[config.mk]
export PLATFORM = sky130hd
export DESIGN_NAME = stuffed_frame_deframer
export DESIGN_NICKNAME = d
export VERILOG_FILES = /design/src/hw/rtl/sfd_pkg.sv /design/src/hw/rtl/stuffed_frame_deframer.sv
export VERILOG_INCLUDE_DIRS = /design/src /design/src/hw/rtl
export SDC_FILE = /design/constraint.sdc
export NUM_CORES = 1
export LEC_CHECK = 0
export BUFFER_PORTS_ARGS = -buffer_cell sky130_fd_sc_hd__buf_2
export CAP_MARGIN = 20
export CORE_ASPECT_RATIO = 0.7
export CORE_MARGIN = 4
export CORE_UTILIZATION = 53
export CTS_CLUSTER_SIZE = 30
export DETAILED_ROUTE_END_ITERATION = 12
export PLACE_DENSITY_LB_ADDON = 0.2
export SETUP_SLACK_MARGIN = 0.2
export SLEW_MARGIN = 20
export SYNTH_ARGS = -nofsm -noshare
export SYNTH_HDL_FRONTEND = slang
export SYNTH_SLANG_ARGS = --single-unit
[constraint.sdc]
create_clock -name clk -period 4.4 [get_ports clk]
set_input_delay 0 -clock clk [delete_from_list [all_inputs] [get_ports clk]]
set_output_delay 0 -clock clk [all_outputs]
set_load 0.02 [all_outputs]
[src/hw/rtl/stuffed_frame_deframer_macros.svh]
// Assertion macros shared by the stuffed frame deframer RTL.
`ifndef STUFFED_FRAME_DEFRAMER_MACROS_SVH
`define STUFFED_FRAME_DEFRAMER_MACROS_SVH

// Same-cycle implication, checked on every rising edge outside reset.
`define SFD_ASSERT_IMP(lbl, pre, post, msg) \
  lbl: assert property (@(posedge clk) disable iff (!rst_n) (pre) |-> (post)) else $error(msg);

// Next-cycle implication, checked on every rising edge outside reset.
`define SFD_ASSERT_NXT(lbl, pre, post, msg) \
  lbl: assert property (@(posedge clk) disable iff (!rst_n) (pre) |=> (post)) else $error(msg);

`endif

[src/hw/rtl/sfd_pkg.sv]
// Package with framing constants, status codes and helper functions of the deframer.
`timescale 1ns / 1ps
`default_nettype none

package sfd_pkg;

  // Framing bytes.
  localparam logic [7:0] BYTE_OPEN      = 8'h7B;
  localparam logic [7:0] BYTE_CLOSE     = 8'h7D;
  localparam logic [7:0] BYTE_ESC       = 8'h60;
  localparam logic [7:0] BYTE_ESC_OPEN  = 8'h5B;
  localparam logic [7:0] BYTE_ESC_CLOSE = 8'h5D;

  // Character classes.
  localparam logic [7:0] CHAR_UPPER_A = 8'h41;
  localparam logic [7:0] CHAR_UPPER_Z = 8'h5A;
  localparam logic [7:0] CHAR_LOWER_A = 8'h61;
  localparam logic [7:0] CHAR_LOWER_Z = 8'h7A;
  localparam logic [7:0] CHAR_ZERO    = 8'h30;
  localparam logic [7:0] CHAR_NINE    = 8'h39;

  // Frame layout, in decoded bytes.
  localparam logic [8:0] ADDR_END       = 9'd3;
  localparam logic [8:0] SENDER_END     = 9'd6;
  localparam logic [8:0] MIN_FRAME      = 9'd8;
  localparam logic [8:0] FRAME_CAPACITY = 9'd263;

  // Reset value of the own address register.
  localparam logic [23:0] OWN_ADDRESS_RESET = 24'h53544D;

  // Check value modulus.
  localparam logic [7:0] CRC_MOD = 8'd100;

  typedef logic [3:0] status_t;

  localparam status_t ST_OK        = 4'd0;
  localparam status_t ST_ADDRESS   = 4'd1;
  localparam status_t ST_SENDER    = 4'd2;
  localparam status_t ST_DIGITS    = 4'd3;
  localparam status_t ST_MISMATCH  = 4'd4;
  localparam status_t ST_SHORT     = 4'd5;
  localparam status_t ST_ESCAPE    = 4'd6;
  localparam status_t ST_OVERFLOW  = 4'd7;
  localparam status_t ST_RESTARTED = 4'd8;

  // An 8-bit value is below 3*100, so two compares reduce it modulo 100.
  function automatic logic [6:0] mod100(input logic [7:0] v);
    logic [7:0] r;
    begin
      if (v >= 8'(2 * CRC_MOD)) begin
        r = v - 8'(2 * CRC_MOD);
      end else if (v >= CRC_MOD) begin
        r = v - CRC_MOD;
      end else begin
        r = v;
      end
      return r[6:0];
    end
  endfunction

  function automatic logic is_letter(input logic [7:0] c);
    return ((c >= CHAR_UPPER_A) && (c <= CHAR_UPPER_Z)) ||
           ((c >= CHAR_LOWER_A) && (c <= CHAR_LOWER_Z));
  endfunction

  function automatic logic is_digit(input logic [7:0] c);
    return (c >= CHAR_ZERO) && (c <= CHAR_NINE);
  endfunction

endpackage

`default_nettype wire

[src/hw/rtl/stuffed_frame_deframer.sv]
// Byte-stuffed frame deframer: unescapes, checks and forwards the payload of each frame.
// Path: an accepted byte waits in the input register until the result register can take a
// beat; it is then processed and any result beat is offered from the result register.
// Throughput: one byte per cycle while the result register is not stalled; the single
// processing step between the input register and the result register sets this rate.
// Reset (rst_n low, synchronous): no frame open, all counters and flags cleared, own
// address back to 0x53544D.
`timescale 1ns / 1ps
`default_nettype none

`include "stuffed_frame_deframer_macros.svh"

module stuffed_frame_deframer
  import sfd_pkg::*;
(
  input  wire logic        clk,
  input  wire logic        rst_n,

  input  wire logic        cfg_valid,
  output      logic        cfg_ready,
  input  wire logic [23:0] cfg_own_address,

  input  wire logic        in_valid,
  output      logic        in_stall,
  input  wire logic [7:0]  in_rx_byte,

  output      logic        out_valid,
  input  wire logic        out_stall,
  output      logic        out_end_of_frame,
  output      logic [7:0]  out_data_byte,
  output      status_t     out_status,
  output      logic [23:0] out_sender,
  output      logic [6:0]  out_crc_value
);

  // Configuration register.
  logic [23:0] own_address_r;

  // Input register.
  logic        in_valid_r;
  logic [7:0]  in_byte_r;

  // Frame state.
  logic        in_frame_r,     in_frame_nxt;
  logic        esc_r,          esc_nxt;
  logic [8:0]  cnt_r,          cnt_nxt;
  logic        addr_ok_r,      addr_ok_nxt;
  logic [23:0] sender_r,       sender_nxt;
  logic        sender_ok_r,    sender_ok_nxt;
  logic [7:0]  xor_r,          xor_nxt;
  logic [7:0]  held0_r,        held0_nxt;
  logic [7:0]  held1_r,        held1_nxt;

  // Result register.
  logic        out_valid_r;
  logic        out_eof_r;
  logic [7:0]  out_data_r;
  status_t     out_status_r;
  logic [23:0] out_sender_r;
  logic [6:0]  out_crc_r;

  // Result of the processing step.
  logic        res_emit;
  logic        res_eof;
  logic [7:0]  res_data;
  status_t     res_status;
  logic [23:0] res_sender;
  logic [6:0]  res_crc;

  logic        out_free;
  logic        proc;

  assign cfg_ready = 1'b1;

  // The stored byte is processed whenever the result register can take a beat.
  assign out_free = !out_valid_r || !out_stall;
  assign proc     = in_valid_r && out_free;
  assign in_stall = in_valid_r && !out_free;

  assign out_valid        = out_valid_r;
  assign out_end_of_frame = out_eof_r;
  assign out_data_byte    = out_data_r;
  assign out_status       = out_status_r;
  assign out_sender       = out_sender_r;
  assign out_crc_value    = out_crc_r;

  // One byte of framing, unescaping and checking.
  always_comb begin
    logic       push;
    logic [7:0] dec;
    logic [7:0] own_byte;
    logic [8:0] cnt_inc;
    logic       emit_pay;
    logic [7:0] pay;
    logic [6:0] crc_now;
    logic [6:0] want;
    status_t    code;

    in_frame_nxt  = in_frame_r;
    esc_nxt       = esc_r;
    cnt_nxt       = cnt_r;
    addr_ok_nxt   = addr_ok_r;
    sender_nxt    = sender_r;
    sender_ok_nxt = sender_ok_r;
    xor_nxt       = xor_r;
    held0_nxt     = held0_r;
    held1_nxt     = held1_r;

    res_emit   = 1'b0;
    res_eof    = 1'b0;
    res_data   = 8'd0;
    res_status = ST_OK;
    res_sender = 24'd0;
    res_crc    = 7'd0;

    push     = 1'b0;
    dec      = in_byte_r;
    own_byte = 8'd0;
    cnt_inc  = 9'd0;
    emit_pay = 1'b0;
    pay      = 8'd0;
    crc_now  = mod100(xor_r);
    want     = 7'({3'd0, held0_r[3:0]} * 7'd10) + {3'd0, held1_r[3:0]};
    code     = ST_OK;

    // Classify the raw byte.
    if (in_byte_r == BYTE_OPEN) begin
      if (in_frame_r) begin
        res_emit   = 1'b1;
        res_eof    = 1'b1;
        res_status = ST_RESTARTED;
        res_sender = sender_r;
        res_crc    = crc_now;
      end
      in_frame_nxt  = 1'b1;
      esc_nxt       = 1'b0;
      cnt_nxt       = 9'd0;
      addr_ok_nxt   = 1'b1;
      sender_nxt    = 24'd0;
      sender_ok_nxt = 1'b1;
      xor_nxt       = 8'd0;
      held0_nxt     = 8'd0;
      held1_nxt     = 8'd0;
    end else if (!in_frame_r) begin
      // Bytes between frames are dropped.
    end else if (esc_r) begin
      esc_nxt = 1'b0;
      case (in_byte_r)
        BYTE_ESC:       begin push = 1'b1; dec = BYTE_ESC;   end
        BYTE_ESC_OPEN:  begin push = 1'b1; dec = BYTE_OPEN;  end
        BYTE_ESC_CLOSE: begin push = 1'b1; dec = BYTE_CLOSE; end
        default: begin
          in_frame_nxt = 1'b0;
          res_emit     = 1'b1;
          res_eof      = 1'b1;
          res_status   = ST_ESCAPE;
          res_sender   = sender_r;
          res_crc      = crc_now;
        end
      endcase
    end else if (in_byte_r == BYTE_ESC) begin
      esc_nxt = 1'b1;
    end else if (in_byte_r == BYTE_CLOSE) begin
      // Close the frame with the highest-priority failure.
      if (cnt_r < MIN_FRAME) begin
        code = ST_SHORT;
      end else if (!addr_ok_r) begin
        code = ST_ADDRESS;
      end else if (!sender_ok_r) begin
        code = ST_SENDER;
      end else if (!is_digit(held0_r) || !is_digit(held1_r)) begin
        code = ST_DIGITS;
      end else if (want != crc_now) begin
        code = ST_MISMATCH;
      end
      in_frame_nxt = 1'b0;
      res_emit     = 1'b1;
      res_eof      = 1'b1;
      res_status   = code;
      res_sender   = sender_r;
      res_crc      = crc_now;
    end else begin
      push = 1'b1;
    end

    // Route one decoded byte into the header, the check digits or the payload.
    if (push) begin
      case (cnt_r[1:0])
        2'd0:    own_byte = own_address_r[23:16];
        2'd1:    own_byte = own_address_r[15:8];
        default: own_byte = own_address_r[7:0];
      endcase
      if (cnt_r < ADDR_END) begin
        if (own_byte != dec) begin
          addr_ok_nxt = 1'b0;
        end
      end else if (cnt_r < SENDER_END) begin
        sender_nxt = {sender_r[15:0], dec};
        if (!is_letter(dec)) begin
          sender_ok_nxt = 1'b0;
        end
      end else if (cnt_r >= MIN_FRAME) begin
        pay       = held0_r;
        held0_nxt = held1_r;
        held1_nxt = dec;
        emit_pay  = 1'b1;
      end else if (!cnt_r[0]) begin
        held0_nxt = dec;
      end else begin
        held1_nxt = dec;
      end

      cnt_inc = cnt_r + 9'd1;
      if (cnt_inc >= FRAME_CAPACITY) begin
        in_frame_nxt = 1'b0;
        esc_nxt      = 1'b0;
        res_emit     = 1'b1;
        res_eof      = 1'b1;
        res_status   = ST_OVERFLOW;
        res_sender   = sender_nxt;
        res_crc      = crc_now;
      end else begin
        cnt_nxt = cnt_inc;
        if (emit_pay) begin
          xor_nxt  = xor_r ^ pay;
          res_emit = 1'b1;
          res_data = pay;
        end
      end
    end
  end

  // Configuration, input register, frame state and result register.
  always_ff @(posedge clk) begin
    if (!rst_n) begin
      own_address_r <= OWN_ADDRESS_RESET;
      in_valid_r    <= 1'b0;
      in_frame_r    <= 1'b0;
      esc_r         <= 1'b0;
      cnt_r         <= 9'd0;
      addr_ok_r     <= 1'b0;
      sender_r      <= 24'd0;
      sender_ok_r   <= 1'b0;
      xor_r         <= 8'd0;
      held0_r       <= 8'd0;
      held1_r       <= 8'd0;
      out_valid_r   <= 1'b0;
    end else begin
      if (cfg_valid && cfg_ready) begin
        own_address_r <= cfg_own_address;
      end

      if (in_valid && !in_stall) begin
        in_valid_r <= 1'b1;
      end else if (proc) begin
        in_valid_r <= 1'b0;
      end

      if (proc) begin
        in_frame_r  <= in_frame_nxt;
        esc_r       <= esc_nxt;
        cnt_r       <= cnt_nxt;
        addr_ok_r   <= addr_ok_nxt;
        sender_r    <= sender_nxt;
        sender_ok_r <= sender_ok_nxt;
        xor_r       <= xor_nxt;
        held0_r     <= held0_nxt;
        held1_r     <= held1_nxt;
        out_valid_r <= res_emit;
      end else if (out_valid_r && !out_stall) begin
        out_valid_r <= 1'b0;
      end
    end
  end

  // Payload registers, loaded without reset.
  always_ff @(posedge clk) begin
    if (in_valid && !in_stall) begin
      in_byte_r <= in_rx_byte;
    end
    if (proc && res_emit) begin
      out_eof_r    <= res_eof;
      out_data_r   <= res_data;
      out_status_r <= res_status;
      out_sender_r <= res_sender;
      out_crc_r    <= res_crc;
    end
  end

  // Internal consistency checks.
  `SFD_ASSERT_IMP(a_esc_in_frame, esc_r, in_frame_r, "escape pending outside a frame")
  `SFD_ASSERT_IMP(a_stall_cause, in_stall, out_valid_r && out_stall, "input stalled without a full result")
  `SFD_ASSERT_NXT(a_status_clears, proc && res_emit && res_eof, !in_frame_r || (cnt_r == 9'd0), "frame still open after its status beat")

endmodule

`default_nettype wire

==> run_results.csv, run 1 <==
group,metric,value,unit
outcome,status,"complete, no violations",
yosys,yosysMostFrequentCell,"dfxtp_1",
clock_tree,cts_tree,"yes",
cells_and_area,drive_gt1_frac,0.181,
clock_tree,cts.sinks,139,
sta,fin_crit,3.60,ns
route,wire_per_inst,19.0,um
die,fp.coreArea,0.0125,mm2
clock_tree,cts_resized,0,
sta,rsz0062_at_grt,"no",
route,drt_first_pass_iters,5,
sta,slew_viol_final,0,
clock_tree,clk_pin_slew,0.07,ns
sta,holdWs,0.0396,ns
worst_setup_path,critical_path_cell_count,9,
cells_and_area,diodes,0,
route,ant_nets,0,
sta,tightestPinTransition,1.09,ns
clock_tree,h-tree-depth,4,
yosys,synth_area_leaders,"dfxtp_1 (26%), edfxtp_1 (23%), mux2i_1 (4.1%)",
route,routed_wl,18000,um
cells_and_area,nFillCells,954,
cells_and_area,syn_to_final_growth,22.6,%
worst_setup_path,cp-end-kind,"register",
die,die_h,103,um
worst_setup_path,path_max_fanout,35,
yosys,synth_common_cells,"dfxtp_1 (87), nor2_1 (55), edfxtp_1 (52)",
worst_setup_path,cp_slowest_stage_delay,0.60,ns
yosys,synth_cells,661,
job,drv_cap,0,
yosys,synth-seq-area-share,0.488,
clock_tree,clock_latency,0.42,ns
placement,dp_slack,0.820,ns
grt,antenna_found_initial,0,
clock_tree,cts_buffers,17,
yosys,synth_top_area_cell,"dfxtp_1",
clock_tree,clock-root-buffer,"clkbuf_16",
power_and_ir_drop,cellLeakagePower,3.14,nW
worst_setup_path,cp_slowest_cell,"nor2_1",
power_and_ir_drop,power_density,360,mW/mm2
sta,fin_crit_sh,0.819,
sta,clock_skew,0.0119,ns
placement,gp_congestion,0.890,
worst_setup_path,cp.required,4.47,ns
worst_setup_path,r2r_slack,0.80,ns
worst_setup_path,worstPathCellList,"ha_1 > and3_1 > and3_1 > nand3_1 > xor2_1 > nor2_1 > a21oi_4 > a21oi_4 > buf_4",
yosys,yosysTopAreaCellShare,0.257,
sta,finalHoldViolations,0,
grt,grt_max_degree,36,
min_path,holdPathEnd,"own_address_r[16]",
route,drt-vias-per-instance,5.99,
placement,portBuffers,82,
worst_setup_path,rr_startpoint,"cnt_r[1]",
grt,grt_pass1_vias,5565,
die,ioPinCount,84,
yosys,synth_edf_count,52,
worst_setup_path,crit_type,"reg -> reg",
yosys,ys_seq_elements,139,
placement,dp_hpwl,11900,um
worst_setup_path,rr_worst_depth,9,
cells_and_area,nets,826,
route,drt_iter0_markers,437,
yosys,synthDistinctLibCells,81,
sta,max_freq,0.277,GHz
yosys,synth-async-reset-ratio,0,
yosys,yosys_warnings,0,
yosys,syn_area,0.00678,mm2
grt,grt_pass1_wl,29300,um
worst_setup_path,r2r_end,"out_sender[3]",
sta,setup_violations,0,
grt,grt_overflow,0,
worst_setup_path,critical_path_buf_inv_count,1,
clock_tree,clockBufferDepth,2,
sta,postLayoutSetupSlackWorst,0.796,ns
sta,slew_headroom,0.276,
worst_setup_path,cp-start-kind,"register",
route,vias,5672,
min_path,hold_depth,2,
die,fp-row-count,34,
worst_setup_path,critPathTopFamily,"simple AND/OR/NAND/NOR gates",
die,die_w,143,um
grt,grt_usage,0.254,
die,dieArea,0.0147,mm2
placement,dp_cells,871,
sta,setup-tns-final,0,ns
yosys,synth_nets,715,
worst_setup_path,arrival,3.67,ns
min_path,min_path_type,"in -> reg",
power_and_ir_drop,vdd_ir_drop_max,0.267,mV
cells_and_area,post-route-util,0.667,
route,drcViolationCount,0,
cells_and_area,final_cells,947,
min_path,min_from,"rst_n",
yosys,synth_top_flop_cell,"dfxtp_1",
yosys,syn_avg_cell_area,10.2,um2
die,initial_core_util,0.544,
-- flip-flops by register name (all words and copies together) (netlist names), 7 cells and up --
signal and flops:
out_crc_value 7, xor_r 8, held0_r 8, in_byte_r 8
own_address_r 24, sender_r 24, cnt_r 9, out_sender 24
out_data_byte 8, held1_r 8
-- per-layer routing --
layer / GRT usage / share of wire / up-vias
met1: 0.355 / 0.45 / 2769
met4: 0.0643 / 0.012 / 0
met2: 0.393 / 0.46 / 200
met5: 0 / 0 / -
met3: 0.0714 / 0.073 / 28
li1: - / - / 2675
-- final cells by class --
cell class,instances,area [um2],area share
tap,162,203,0.0244
timing repair buffer,133,903,0.109
clock inverter,15,190,0.0229
sequential,139,3300,0.398
inverter,19,71.3,0.00858
clock buffer,17,425,0.0512
multi-input combinational,462,3210,0.387
-- metrics by stage --
step	power (W)	instance area [um2]
3_3_place_gp	0.00152	7250
6_report	0.00299	8310
4_1_cts	0.00300	8310
3_5_place_dp	0.00152	7250
5_1_grt	0.00308	8310
2_1_floorplan	0.00148	6780
-- what timing repair did --
item                                   in CTS  in global routing
endpoints found under the hold margin      34                  0
buffers inserted                            0                  0
hold buffers                               44                  0
-- cells in the final DEF, fill, tap and decap left out, types with 6 or more instances in the layout --
cell type / netlist / routed
dfxtp_1: 87 / 87
edfxtp_1: 52 / 52
a21oi_1: 33 / 32
and3_1: 8 / 8
ha_1: 15 / 15
buf_2: 12 / 82
a221o_1: 7 / 7
inv_1: 19 / 19
nand2_1: 44 / 44
nand2b_1: 6 / 6
clkbuf_16: 0 / 17
mux2i_1: 28 / 28
o211ai_1: 6 / 6
xor2_1: 13 / 13
dlygate4sd3_1: 0 / 44
o21ai_0: 21 / 21
nor4b_1: 9 / 9
nor4_1: 11 / 11
nor2b_1: 23 / 23
buf_4: 4 / 7
and2_1: 12 / 12
xnor2_1: 9 / 9
nor2_1: 55 / 55
a2bb2oi_1: 7 / 7
a22oi_1: 7 / 7
a22o_1: 31 / 31
nand3_1: 13 / 13
nor3_1: 16 / 16
-- where the power goes --
group	leakage, nW	internal, W	total, W	switching (W)
combinational	1.70	0.0000753	0.000155	0.0000794
sequential	1.14	0.00135	0.00138	0.0000290
clock	0.294	0.000819	0.00146	0.000645
-- worst max-delay path by stage --
stage                        start               end  slack, ns
after floorplan           cnt_r[0]  out_crc_value[0]       0.57
after global placement    cnt_r[0]     out_sender[4]       1.00
after detailed placement  cnt_r[1]     out_status[1]       0.82
after CTS                 cnt_r[1]  out_crc_value[5]       0.80
after global routing      cnt_r[0]  out_crc_value[6]       0.53
final                     cnt_r[1]     out_sender[3]       0.80
-- kinds of logic after synthesis --
group,Yosys count,synth area share
fa+ha+maj,17,0.0336
flops,139,0.488
xor+xnor,23,0.0318
simple gates,227,0.177
other cells,1,0.000553
buf+inv,60,0.0401
mux,30,0.0452
compound gates,164,0.184
No activity file was read; power rests on OpenSTA's default activity.
==> run 2, diff against run 1 <==
--- a/config.mk
+++ b/config.mk
@@ -10,7 +10,7 @@
 export CAP_MARGIN = 20
 export CORE_ASPECT_RATIO = 0.7
 export CORE_MARGIN = 4
-export CORE_UTILIZATION = 53
+export CORE_UTILIZATION = 55
 export CTS_CLUSTER_SIZE = 30
 export DETAILED_ROUTE_END_ITERATION = 12
 export PLACE_DENSITY_LB_ADDON = 0.2
==> constraint.sdc (replaced) <==
create_clock -name clk -period 3.4 [get_ports clk]
set_input_delay 0 -clock clk [delete_from_list [all_inputs] [get_ports clk]]
set_output_delay 0 -clock clk [all_outputs]
set_load 0.02 [all_outputs]
==> run_results.csv, run 2 (synthesis gave the netlist of run 1 again) <==
group,metric,value,unit
clock_tree,clk_pin_slew,0.06,ns
sta,clock_skew,0.0111,ns
cells_and_area,final_common_cell,"dfxtp_1",
grt,grt_pass1_vias,5745,
placement,dp_slack,0.192,ns
worst_setup_path,arrival,3.30,ns
grt,grt_overflow,0,
worst_setup_path,path_max_fanout,17,
die,dieArea,0.0142,mm2
power_and_ir_drop,vdd_ir_drop_max,0.396,mV
cells_and_area,drive_gt1_frac,0.202,
min_path,min_path_type,"in -> reg",
sta,tightestPinTransition,1.06,ns
worst_setup_path,cp-end-kind,"register",
sta,setup_violations,0,
worst_setup_path,cp.required,3.58,ns
sta,finalHoldViolations,0,
worst_setup_path,rr_worst_depth,9,
sta,max_freq,0.320,GHz
die,die_h,101,um
outcome,status,"complete, no violations",
worst_setup_path,r2r_end,"out_sender[16]",
clock_tree,clock-root-buffer,"clkbuf_16",
placement,gp_congestion,0.943,
power_and_ir_drop,cellLeakagePower,3.15,nW
placement,dp_hpwl,11800,um
worst_setup_path,crit_type,"reg -> reg",
cells_and_area,nFillCells,865,
die,fp.coreArea,0.0119,mm2
sta,slew_headroom,0.293,
clock_tree,clockBufferDepth,2,
cells_and_area,final_cell_mix,"dfxtp_1 (85), buf_2 (82), nor2_1 (54)",
cells_and_area,seq_area,0.00331,mm2
cells_and_area,syn_to_final_growth,24.5,%
sta,fin_crit,3.12,ns
route,drcViolationCount,0,
sta,postLayoutSetupSlackWorst,0.278,ns
die,die_w,141,um
die,initial_core_util,0.570,
job,drv_cap,0,
clock_tree,cts_buffers,17,
worst_setup_path,rr_startpoint,"in_byte_r[3]",
route,wire_per_inst,19.4,um
worst_setup_path,cp-start-kind,"register",
die,fp-row-count,33,
clock_tree,cts_tree,"yes",
route,drt_iter0_markers,631,
worst_setup_path,endpoint,"out_sender[16]",
worst_setup_path,r2r_slack,0.28,ns
placement,portBuffers,82,
route,vias,5869,
sta,fin_crit_sh,0.918,
cells_and_area,diodes,0,
grt,grt_pass1_wl,30000,um
clock_tree,h-tree-depth,4,
grt,grt_max_degree,39,
sta,setup-tns-final,0,ns
cells_and_area,nets,839,
sta,slew_viol_final,0,
clock_tree,clock_latency,0.42,ns
grt,antenna_found_initial,0,
die,ioPinCount,84,
worst_setup_path,setup.worst_path.start,"in_byte_r[3]",
route,ant_nets,0,
route,drt-vias-per-instance,6.15,
route,routed_wl,18600,um
clock_tree,cts.sinks,139,
grt,grt_usage,0.268,
power_and_ir_drop,power_density,459,mW/mm2
cells_and_area,multiInputGateArea,0.00325,mm2
route,drt_first_pass_iters,6,
sta,rsz0062_at_grt,"yes",
-- run 2: changes by cell type in the layout (fill, tap and decap cells not counted), sizes merged --
| cell | before | now |
|---|---|---|
| clkinvlp | 2 | 0 |
| inv | 27 | 23 |
| clkinv | 4 | 6 |
| clkbuf | 17 | 20 |
| buf | 89 | 102 |
| bufinv | 1 | 2 |
-- run 2: worst max-delay path: stages (launching register included) --
cell,delay [ns]
edfxtp_1,0.55
or4_4,0.57
mux2_4,0.29
o21ai_4,0.15
nand2_1,0.12
o31a_1,0.46
a21oi_4,0.25
buf_4,0.26
buf_4,0.19
nor2b_1,0.05
-- run 2: cell type report --
| class | instances | area share |
|---|---|---|
| clock buffer | 20 | 0.0543 |
| clock inverter | 12 | 0.0163 |
| inverter | 19 | 0.00845 |
| multi-input combinational | 462 | 0.386 |
| sequential | 139 | 0.392 |
| tap | 157 | 0.0233 |
| timing repair buffer | 146 | 0.120 |
-- run 2: through the flow --
step,instance area [um2],hold WS [ns],power (W),util,cells
CTS,8390,0.00432,0.00387,0.706,954
finish,8440,0.0271,0.00388,0.709,955
global route,8440,0.0294,0.00398,0.709,955
floorplan,6790,0.0989,0.00191,-,661
global placement,7350,0.176,0.00197,0.618,878
detailed placement,7350,0.178,0.00197,0.618,878
-- run 2: report_power, final --
group	switching [W]	internal, W
clock	0.000748	0.00113
sequential	0.0000267	0.00174
combinational	0.000120	0.000104
-- run 2: timing repair --
action,in CTS,in global routing
hold buffers,44,0
buffers inserted,0,1
endpoints found under the setup margin,10,69
gates resized for setup,1,8
endpoints found under the hold margin,34,0
-- run 2: worst min path at each step --
stage                             start                end  slack [ns]  cells past startpoint
after CTS                         rst_n  own_address_r[20]       0.004                      2
after global routing              rst_n  own_address_r[20]        0.03                      2
final                             rst_n  own_address_r[20]        0.03                      2
after floorplan           in_rx_byte[0]       in_byte_r[0]         0.1                      0
after detailed placement  in_rx_byte[4]       in_byte_r[4]        0.18                      1
after global placement    in_rx_byte[4]       in_byte_r[4]        0.18                      1
-- run 2: layer usage --
metal	up-vias	GRT usage	wire length [um]
met3	62	0.0635	1340
met4	0	0.101	439
li1	2706	-	-
met5	-	0	0
met2	285	0.430	8660
met1	2816	0.356	8130
